**config.mk**
```make
export PLATFORM = sky130hd
export DESIGN_NAME = min_tracking_stack_flat
export DESIGN_NICKNAME = d
export VERILOG_FILES = /design/src/rtl/msk_pkg.sv /design/src/rtl/msk_if.sv /design/src/rtl/min_tracking_stack.sv /design/src/rtl/msk_ram.sv /design/src/rtl/msk_ctrl.sv /design/src/rtl/msk_dp.sv /design/src/flat_wrapper.sv
export SDC_FILE = /design/constraint.sdc
export NUM_CORES = 2
export LEC_CHECK = 0
export ABC_AREA = 1
export BUFFER_PORTS_ARGS = -buffer_cell sky130_fd_sc_hd__buf_2
export CAP_MARGIN = 20
export CORE_MARGIN = 2
export CORE_UTILIZATION = 37
export DETAILED_ROUTE_END_ITERATION = 10
export HOLD_SLACK_MARGIN = 0.06
export MAX_ROUTING_LAYER = met4
export SLEW_MARGIN = 20
export SYNTH_ARGS = -nofsm -noshare
export SYNTH_HDL_FRONTEND = slang
export SYNTH_HIERARCHICAL = 1
export SYNTH_SLANG_ARGS = --single-unit
```
**constraint.sdc**
```tcl
create_clock -name clk -period 6.5 [get_ports clk]
set_input_delay 0 -clock clk [delete_from_list [all_inputs] [get_ports clk]]
set_output_delay 0 -clock clk [all_outputs]
set_load 0.02 [all_outputs]
```
**src/rtl/msk_pkg.sv**
```systemverilog
// Package for the minimum-tracking stack: action and status codes, the
// controller command and datapath flag structs. No dependencies.
`default_nettype none

package msk_pkg;

	localparam int FIELD_BITS = 32;

	// Action codes of a request beat
	localparam logic [1:0] ACT_PUSH = 2'd0;
	localparam logic [1:0] ACT_POP  = 2'd1;
	localparam logic [1:0] ACT_PEEK = 2'd2;

	// Status codes of a response beat
	localparam logic [1:0] ST_OK       = 2'd0;
	localparam logic [1:0] ST_OVERFLOW = 2'd1;
	localparam logic [1:0] ST_EMPTY    = 2'd2;

	// Datapath operations issued by the controller
	typedef enum logic [2:0] {
		OP_NONE,
		OP_PUSH,
		OP_OVERFLOW,
		OP_UNDERFLOW,
		OP_PEEK,
		OP_POP_LAST,
		OP_POP_START,
		OP_POP_FINISH
	} msk_op_t;

	typedef struct packed {
		msk_op_t op;
	} msk_cmd_t;

	typedef struct packed {
		logic empty;
		logic single;
		logic full;
	} msk_flags_t;

endpackage

`default_nettype wire

```
**src/rtl/msk_if.sv**
```systemverilog
// Stream interfaces for request and response beats of the stack.
// Depend on msk_pkg for the field width.
`default_nettype none

interface msk_in_if import msk_pkg::*; ();
	logic                         valid;
	logic                         ready;
	logic [1:0]                   action;
	logic signed [FIELD_BITS-1:0] push_value;

	modport source (output valid, output action, output push_value, input ready);
	modport sink (input valid, input action, input push_value, output ready);
endinterface

interface msk_out_if import msk_pkg::*; ();
	logic                         valid;
	logic                         ready;
	logic signed [FIELD_BITS-1:0] top_value;
	logic signed [FIELD_BITS-1:0] current_min;
	logic                         is_empty;
	logic [1:0]                   status;

	modport source (output valid, output top_value, output current_min, output is_empty,
		output status, input ready);
	modport sink (input valid, input top_value, input current_min, input is_empty,
		input status, output ready);
endinterface

`default_nettype wire

```
**src/rtl/min_tracking_stack.sv**
```systemverilog
// Top level of the minimum-tracking stack: controller, datapath and the
// request/response stream ports. Depends on msk_pkg, msk_if, msk_ctrl, msk_dp.
`default_nettype none

// A bounded stack of signed words that reports the minimum of its contents
// with every response. Each request beat carries a push, a pop or a peek
// (the unused action code acts as a peek) and yields exactly one response
// beat: the popped or peeked word, the minimum after the operation, an empty
// flag and a status (overflow on a push to a full stack, which is dropped;
// empty on a pop or peek of an empty stack). The top entry and its running
// minimum sit in registers, the entries below in a RAM with a registered
// read port. Push, peek, errors and a pop of the last entry write their
// response directly, so a new request is taken every cycle; a pop that
// leaves entries behind needs a reload state, since the new top and its
// minimum are first fetched from the RAM, and the request port is held
// off in that state. The single response register takes the next request
// in the same cycle that the previous response beat is taken; while a
// response waits, the request port stalls. No clearing pass is needed
// after reset: entries are only read below the occupancy count.

module min_tracking_stack import msk_pkg::*; #(
	parameter int STACK_DEPTH = 32,
	parameter int WORD_BITS   = 32
) (
	input  wire logic  clk,
	input  wire logic  arst_n,
	msk_in_if.sink     req,
	msk_out_if.source  rsp
);

	msk_cmd_t   cmd;
	msk_flags_t flags;

	// handshakes, decode and the reload step of a deep pop
	msk_ctrl u_ctrl (
		.clk      (clk),
		.arst_n   (arst_n),
		.req_valid(req.valid),
		.req_ready(req.ready),
		.action   (req.action),
		.rsp_valid(rsp.valid),
		.rsp_ready(rsp.ready),
		.flags    (flags),
		.cmd      (cmd)
	);

	// occupancy, cached top entry, entry RAM and response payload
	msk_dp #(
		.STACK_DEPTH(STACK_DEPTH),
		.WORD_BITS  (WORD_BITS)
	) u_dp (
		.clk        (clk),
		.arst_n     (arst_n),
		.cmd        (cmd),
		.push_value (req.push_value),
		.flags      (flags),
		.top_value  (rsp.top_value),
		.current_min(rsp.current_min),
		.is_empty   (rsp.is_empty),
		.status     (rsp.status)
	);

endmodule

`default_nettype wire

```
**src/rtl/msk_ram.sv**
```systemverilog
// Generic single-write, single-read RAM with registered read data.
// No dependencies.
`default_nettype none

module msk_ram #(
	parameter int WIDTH = 64,
	parameter int DEPTH = 32
) (
	input  wire logic                     clk,
	input  wire logic                     wr_en,
	input  wire logic [$clog2(DEPTH)-1:0] wr_addr,
	input  wire logic [WIDTH-1:0]         wr_data,
	input  wire logic                     rd_en,
	input  wire logic [$clog2(DEPTH)-1:0] rd_addr,
	output logic      [WIDTH-1:0]         rd_data
);

	logic [WIDTH-1:0] mem_q [DEPTH];

	always_ff @(posedge clk) begin
		if (wr_en) begin
			mem_q[wr_addr] <= wr_data;
		end
		if (rd_en) begin
			rd_data <= mem_q[rd_addr];
		end
	end

endmodule

`default_nettype wire

```
**src/rtl/msk_ctrl.sv**
```systemverilog
// Controller of the stack: handshakes, operation decode and the reload state.
// Depends on msk_pkg.
`default_nettype none

module msk_ctrl import msk_pkg::*; (
	input  wire logic       clk,
	input  wire logic       arst_n,
	input  wire logic       req_valid,
	output logic            req_ready,
	input  wire logic [1:0] action,
	output logic            rsp_valid,
	input  wire logic       rsp_ready,
	input  wire msk_flags_t flags,
	output msk_cmd_t        cmd
);

	typedef enum logic {
		S_IDLE,
		S_RELOAD
	} state_t;

	state_t state_q;
	logic   out_valid_q;
	logic   accept;
	logic   result_now;

	assign req_ready = (state_q == S_IDLE) && (!out_valid_q || rsp_ready);
	assign accept    = req_valid && req_ready;
	assign rsp_valid = out_valid_q;

	always_comb begin
		cmd.op = OP_NONE;
		if (state_q == S_RELOAD) begin
			cmd.op = OP_POP_FINISH;
		end else if (accept) begin
			unique case (action)
				ACT_PUSH: cmd.op = flags.full ? OP_OVERFLOW : OP_PUSH;
				ACT_POP: begin
					if (flags.empty) cmd.op = OP_UNDERFLOW;
					else if (flags.single) cmd.op = OP_POP_LAST;
					else cmd.op = OP_POP_START;
				end
				default: cmd.op = flags.empty ? OP_UNDERFLOW : OP_PEEK;
			endcase
		end
	end

	// every operation but the start of a deep pop yields its response at once
	assign result_now = (cmd.op != OP_NONE) && (cmd.op != OP_POP_START);

	always_ff @(posedge clk or negedge arst_n) begin
		if (!arst_n) begin
			state_q     <= S_IDLE;
			out_valid_q <= 1'b0;
		end else begin
			state_q <= (cmd.op == OP_POP_START) ? S_RELOAD : S_IDLE;
			if (result_now) out_valid_q <= 1'b1;
			else if (rsp_ready) out_valid_q <= 1'b0;
		end
	end

	ap_reload_one: assert property (@(posedge clk) disable iff (!arst_n)
		state_q == S_RELOAD |=> state_q == S_IDLE && out_valid_q)
		else $error("reload did not finish in one cycle");

	ap_reload_free: assert property (@(posedge clk) disable iff (!arst_n)
		state_q == S_RELOAD |-> !out_valid_q)
		else $error("response register busy during reload");

endmodule

`default_nettype wire

```
**src/rtl/msk_dp.sv**
```systemverilog
// Datapath of the stack: occupancy, cached top entry, entry RAM and the
// response register. Depends on msk_pkg and msk_ram.
`default_nettype none

module msk_dp import msk_pkg::*; #(
	parameter int STACK_DEPTH = 32,
	parameter int WORD_BITS   = 32
) (
	input  wire logic                         clk,
	input  wire logic                         arst_n,
	input  wire msk_cmd_t                     cmd,
	input  wire logic signed [FIELD_BITS-1:0] push_value,
	output msk_flags_t                        flags,
	output logic signed [FIELD_BITS-1:0]      top_value,
	output logic signed [FIELD_BITS-1:0]      current_min,
	output logic                              is_empty,
	output logic [1:0]                        status
);

	localparam int OCC_W  = $clog2(STACK_DEPTH + 1);
	localparam int ADDR_W = $clog2(STACK_DEPTH);

	logic [OCC_W-1:0]            occ_q;
	logic signed [WORD_BITS-1:0] top_val_q;
	logic signed [WORD_BITS-1:0] top_min_q;
	logic signed [WORD_BITS-1:0] push_word;
	logic signed [WORD_BITS-1:0] push_min;
	logic [2*WORD_BITS-1:0]      rd_data;
	logic signed [WORD_BITS-1:0] rd_val;
	logic signed [WORD_BITS-1:0] rd_min;
	logic [OCC_W-1:0]            below_top;

	assign flags.empty  = (occ_q == '0);
	assign flags.single = (occ_q == OCC_W'(1));
	assign flags.full   = (occ_q == OCC_W'(STACK_DEPTH));

	assign push_word = WORD_BITS'(push_value);
	assign push_min  = (!flags.empty && (top_min_q < push_word)) ? top_min_q : push_word;
	assign rd_val    = rd_data[2*WORD_BITS-1:WORD_BITS];
	assign rd_min    = rd_data[WORD_BITS-1:0];
	assign below_top = occ_q - OCC_W'(2);

	msk_ram #(
		.WIDTH(2 * WORD_BITS),
		.DEPTH(STACK_DEPTH)
	) u_ram (
		.clk    (clk),
		.wr_en  (cmd.op == OP_PUSH),
		.wr_addr(occ_q[ADDR_W-1:0]),
		.wr_data({push_word, push_min}),
		.rd_en  (cmd.op == OP_POP_START),
		.rd_addr(below_top[ADDR_W-1:0]),
		.rd_data(rd_data)
	);

	always_ff @(posedge clk or negedge arst_n) begin
		if (!arst_n) begin
			occ_q <= '0;
		end else begin
			unique case (cmd.op)
				OP_PUSH: occ_q <= occ_q + OCC_W'(1);
				OP_POP_LAST, OP_POP_START: occ_q <= occ_q - OCC_W'(1);
				default: occ_q <= occ_q;
			endcase
		end
	end

	// cached top entry and response payload
	always_ff @(posedge clk) begin
		unique case (cmd.op)
			OP_PUSH: begin
				top_val_q   <= push_word;
				top_min_q   <= push_min;
				top_value   <= '0;
				current_min <= FIELD_BITS'(push_min);
				is_empty    <= 1'b0;
				status      <= ST_OK;
			end
			OP_OVERFLOW: begin
				top_value   <= '0;
				current_min <= FIELD_BITS'(top_min_q);
				is_empty    <= 1'b0;
				status      <= ST_OVERFLOW;
			end
			OP_UNDERFLOW: begin
				top_value   <= '0;
				current_min <= '0;
				is_empty    <= 1'b1;
				status      <= ST_EMPTY;
			end
			OP_PEEK: begin
				top_value   <= FIELD_BITS'(top_val_q);
				current_min <= FIELD_BITS'(top_min_q);
				is_empty    <= 1'b0;
				status      <= ST_OK;
			end
			OP_POP_LAST: begin
				top_value   <= FIELD_BITS'(top_val_q);
				current_min <= '0;
				is_empty    <= 1'b1;
				status      <= ST_OK;
			end
			OP_POP_START: begin
				top_value <= FIELD_BITS'(top_val_q);
			end
			OP_POP_FINISH: begin
				top_val_q   <= rd_val;
				top_min_q   <= rd_min;
				current_min <= FIELD_BITS'(rd_min);
				is_empty    <= 1'b0;
				status      <= ST_OK;
			end
			default: begin
			end
		endcase
	end

	ap_occ_range: assert property (@(posedge clk) disable iff (!arst_n)
		occ_q <= OCC_W'(STACK_DEPTH))
		else $error("occupancy beyond stack depth");

	ap_push_grow: assert property (@(posedge clk) disable iff (!arst_n)
		cmd.op == OP_PUSH |=> occ_q == $past(occ_q) + OCC_W'(1))
		else $error("push did not grow the stack");

endmodule

`default_nettype wire
```
**src/flat_wrapper.sv**
```systemverilog
// flat-port wrapper written by rule: the top's interface ports become plain ports
module min_tracking_stack_flat import msk_pkg::*;
#(
	parameter int STACK_DEPTH = 32,
	parameter int WORD_BITS   = 32
)
  (clk, arst_n, req_valid, req_action, req_push_value, req_ready, rsp_valid, rsp_top_value, rsp_current_min, rsp_is_empty, rsp_status, rsp_ready);
  msk_in_if req_i ();
  msk_out_if rsp_i ();
  input  wire logic clk;
  input  wire logic arst_n;
  input wire logic [$bits(req_i.valid)-1:0] req_valid;
  input wire logic [$bits(req_i.action)-1:0] req_action;
  input wire logic [$bits(req_i.push_value)-1:0] req_push_value;
  output wire logic [$bits(req_i.ready)-1:0] req_ready;
  output wire logic [$bits(rsp_i.valid)-1:0] rsp_valid;
  output wire logic [$bits(rsp_i.top_value)-1:0] rsp_top_value;
  output wire logic [$bits(rsp_i.current_min)-1:0] rsp_current_min;
  output wire logic [$bits(rsp_i.is_empty)-1:0] rsp_is_empty;
  output wire logic [$bits(rsp_i.status)-1:0] rsp_status;
  input wire logic [$bits(rsp_i.ready)-1:0] rsp_ready;
  assign req_i.valid = req_valid;
  assign req_i.action = req_action;
  assign req_i.push_value = req_push_value;
  assign req_ready = req_i.ready;
  assign rsp_valid = rsp_i.valid;
  assign rsp_top_value = rsp_i.top_value;
  assign rsp_current_min = rsp_i.current_min;
  assign rsp_is_empty = rsp_i.is_empty;
  assign rsp_status = rsp_i.status;
  assign rsp_i.ready = rsp_ready;
  min_tracking_stack #(.STACK_DEPTH(STACK_DEPTH), .WORD_BITS(WORD_BITS)) u_core (.clk(clk), .arst_n(arst_n), .req(req_i), .rsp(rsp_i));
endmodule
```
==> impl_metrics.env <==
export IMPL_fin_area_mm2=0.103
export IMPL_netlist_instances=7637
export IMPL_rows=182
export IMPL_reg2reg_setup_slack_ns=1.55
export IMPL_peakVddDrop_v=0.000729
export IMPL_crit_end="u_core/u_dp/current_min[2]$_DFFE_PP_"
export IMPL_fp_dieW_um=501
export IMPL_cts_tree="done"
export IMPL_dr_total_vias=61112
export IMPL_cts_hold_buf=46
export IMPL_yosysWarnings=6
export IMPL_dp_slack_ns=1.83
export IMPL_synth_area_top_cells="edfxtp_1 (74%), nand2_1 (11%), nand3_1 (10%), buf_2 (1.6%), inv_1 (0.54%)"
export IMPL_cp_top_family="buffers and inverters"
export IMPL_crit_buf_inv=6
export IMPL_cts_sinks=2251
export IMPL_setup_slack_ns=1.55
export IMPL_max_cap_viol_count=0
export IMPL_r2r_end="u_core/u_dp/current_min[2]$_DFFE_PP_"
export IMPL_rsz0062_at_grt="no"
export IMPL_synth_distinct_cells=34
export IMPL_period_needed_ns=4.95
export IMPL_final_cell_mix="nand2_1 (2589), edfxtp_1 (2243), nand3_1 (1873)"
export IMPL_cts_resized=0
export IMPL_yosysTopAreaCell="edfxtp_1"
export IMPL_yosysSeqAreaShare_pct=73.9
export IMPL_cp_common_cell="inv_1"
export IMPL_die_area_mm2=0.251
export IMPL_nNetsFinal=7756
export IMPL_power_leakage_uw=0.0367
export IMPL_status="complete, no violations"
export IMPL_clk_pin_slew_worst_paths_ns=0.06
export IMPL_final_common_cell="nand2_1"
export IMPL_die_h_um=501
export IMPL_drtIter0Drc=7589
export IMPL_wire_per_inst_um=25.1
export IMPL_ys_ff_latch=2251
export IMPL_critPathRequiredTime_ns=7.04
export IMPL_clk_path_buf_depth=3
export IMPL_grt_pass1_vias=57326
export IMPL_avgViaCountPerCell=5.52
export IMPL_async_flop_share_pct=0.355
export IMPL_htree_levels=4
export IMPL_drive_gt1_share_pct=7.97
export IMPL_slowest_stage="dfrtp_4"
export IMPL_fillCellCount=22499
export IMPL_cts_setup_buffers=0
export IMPL_yosysTopAreaCellShare_pct=73.6
export IMPL_core_area_mm2=0.246
export IMPL_arrival_ns=5.48
export IMPL_fmax_mhz=202
export IMPL_hp_class="input pin to async pin"
export IMPL_critPathCaptureType="flip-flop"
export IMPL_post_route_period_util_pct=76.1
export IMPL_crit_cells=16
export IMPL_clkLatencyLatePin_ns=0.90
export IMPL_syn_nets=7714
export IMPL_max_slew_margin_rel_pct=20.4
export IMPL_drt_pass1_iterations=8
export IMPL_antenna_found_initial=11
export IMPL_tightestPinTransition_ns=1.19
export IMPL_powerDensity_mw_per_mm2=471
export IMPL_slew_viol_final=0
export IMPL_critPathMaxStageDelay_ns=1.02
export IMPL_synth_area_per_cell_um2=12.0
export IMPL_r2r_start="u_core/u_dp/occ_q[0]$_DFFE_PN0P_"
export IMPL_setup_violations=0
export IMPL_root_buffer="clkbuf_16"
export IMPL_hpwl_um=143000
export IMPL_wirelength_um=278000
export IMPL_fin_tns_setup_ns=0
export IMPL_synthFlopType="edfxtp_1"
export IMPL_grt_usage_pct=22.3
export IMPL_place_gp_congestion=0.886
export IMPL_grt_pass1_wl_um=402000
export IMPL_grt_overflow_total=0
export IMPL_r2r_cells=16
export IMPL_synth_area_mm2=0.0915
export IMPL_drtAntennaViolNets=0
export IMPL_critPathMaxFanout=78
export IMPL_start_util_pct=37.2
export IMPL_critPathKind="flip-flop to flip-flop"
export IMPL_dpl_instance_area_mm2=0.0957
export IMPL_critPathLaunch="u_core/u_dp/occ_q[0]$_DFFE_PN0P_"
export IMPL_numPortBuffers=106
export IMPL_fin_worst_skew_ns=0.0641
export IMPL_cp_cell_sequence="inv_1 > ha_1 > nand2_1 > nor3_1 > inv_1 > nand2_1 > nor2_2 > dlygate4sd3_1 > nor2_1 > inv_1 > nor2_1 > a21oi_4 > buf_4 > and3_2 > nand2_2 > buf_4"
export IMPL_critPathLaunchType="flip-flop"
export IMPL_io_pins=107
export IMPL_drcViolationCount=0
export IMPL_hold_viol_final=0
export IMPL_cts_made_buffers=212
export IMPL_area_delta_synth_final_pct=12.9
export IMPL_grt_max_degree=204
export IMPL_synth_edf_count=2243
## how the worst min path moves through the flow
stage / from / endpoint / slack (ns)
3_3_place_gp: arst_n / u_core/u_ctrl/rsp_valid$_DFFE_PN0P_ / -0.11
3_5_place_dp: arst_n / u_core/u_ctrl/rsp_valid$_DFFE_PN0P_ / -0.11
4_1_cts: req_action[0] / u_core/u_dp/status[1]$_DFFE_PP_ / 0.08
6_report: arst_n / u_core/u_ctrl/state_q$_DFF_PN0_ / 0.18
5_1_grt: arst_n / u_core/u_ctrl/state_q$_DFF_PN0_ / 0.18
2_1_floorplan: arst_n / u_core/u_ctrl/rsp_valid$_DFFE_PN0P_ / -0.30
## worst min-delay path, cell delays in order
cell	delay, ns
dlygate4sd3_1	0.53
buf_2	0.13
dlygate4sd3_1	0.86
## metrics by stage
| step | hold WS (ns) | cells | power, uW | util [%] |
|---|---|---|---|---|
| 2_1_floorplan | -0.296 | 7637 | 29300 | - |
| 3_3_place_gp | -0.111 | 10637 | 35900 | 38.9 |
| 3_5_place_dp | -0.110 | 10637 | 36000 | 38.9 |
| 4_1_cts | 0.0831 | 11070 | 48600 | 42.0 |
| 5_1_grt | 0.184 | 11076 | 50800 | 42.0 |
| 6_report | 0.177 | 11077 | 48600 | 42.0 |
## final cells by class
type / count / area [um2] / share of cell area [%]
multi-input cells: 4772 / 21400 / 20.8
repair buffers: 303 / 2620 / 2.53
clock buffers: 258 / 5480 / 5.30
flip-flops and latches: 2251 / 67600 / 65.4
diodes: 5 / 12.5 / 0.0121
clock inverters: 129 / 1570 / 1.52
well taps: 3220 / 4030 / 3.90
inverters: 139 / 576 / 0.557
## layer usage
metal,GRT usage (%),vias to the layer above,wire [um]
met3,3.07,540,22900
met1,29.6,30529,113000
met2,34.3,3009,129000
met5,-,-,0
met4,10.0,0,13100
li1,-,27034,-
## cell families after synthesis
logic type	Yosys count	synth area share, %
flops	2251	73.9
fa+ha+maj	39	0.542
buf+inv	614	3.09
simple gates	4631	21.8
xor+xnor	7	0.0670
compound gates	95	0.622
## sequential cells by signal, summed over array words and instances, names as in the netlist
register and cells:
u_core/u_dp/occ_q 6, u_core/u_dp/current_min 32, u_core/u_dp/u_ram/rd_data 64, u_core/u_dp/u_ram/mem_q 2048, u_core/u_dp/top_val_q 32, u_core/u_dp/top_min_q 32
u_core/u_dp/status 2, u_core/u_dp/is_empty 1, u_core/u_dp/top_value 32, u_core/u_ctrl/rsp_valid 1, u_core/u_ctrl/state_q 1
## power breakdown
| part | internal, uW | leakage (uW) | switching (uW) |
|---|---|---|---|
| Clock | 7030 | 0.00339 | 5540 |
| Sequential | 17600 | 0.0203 | 604 |
| Combinational | 4440 | 0.0130 | 13500 |
| Total | 29000 | 0.0367 | 19600 |
## synth_stat cells (3+ instances only)
master and n:
dfrtp_1 8, nand4_1 33, o21a_1 33, inv_2 7, nand3_1 1873, and2_1 32
xor2_1 7, buf_4 31, ha_1 38, buf_2 290, a21oi_1 17, edfxtp_1 2243
nand2_2 3, nor2_1 84, nor3_1 7, nand2_1 2591, inv_1 131, buf_6 5
clkbuf_1 99, buf_1 50, o21ai_0 38
Note: power is estimated with default switching activity, not from simulation.
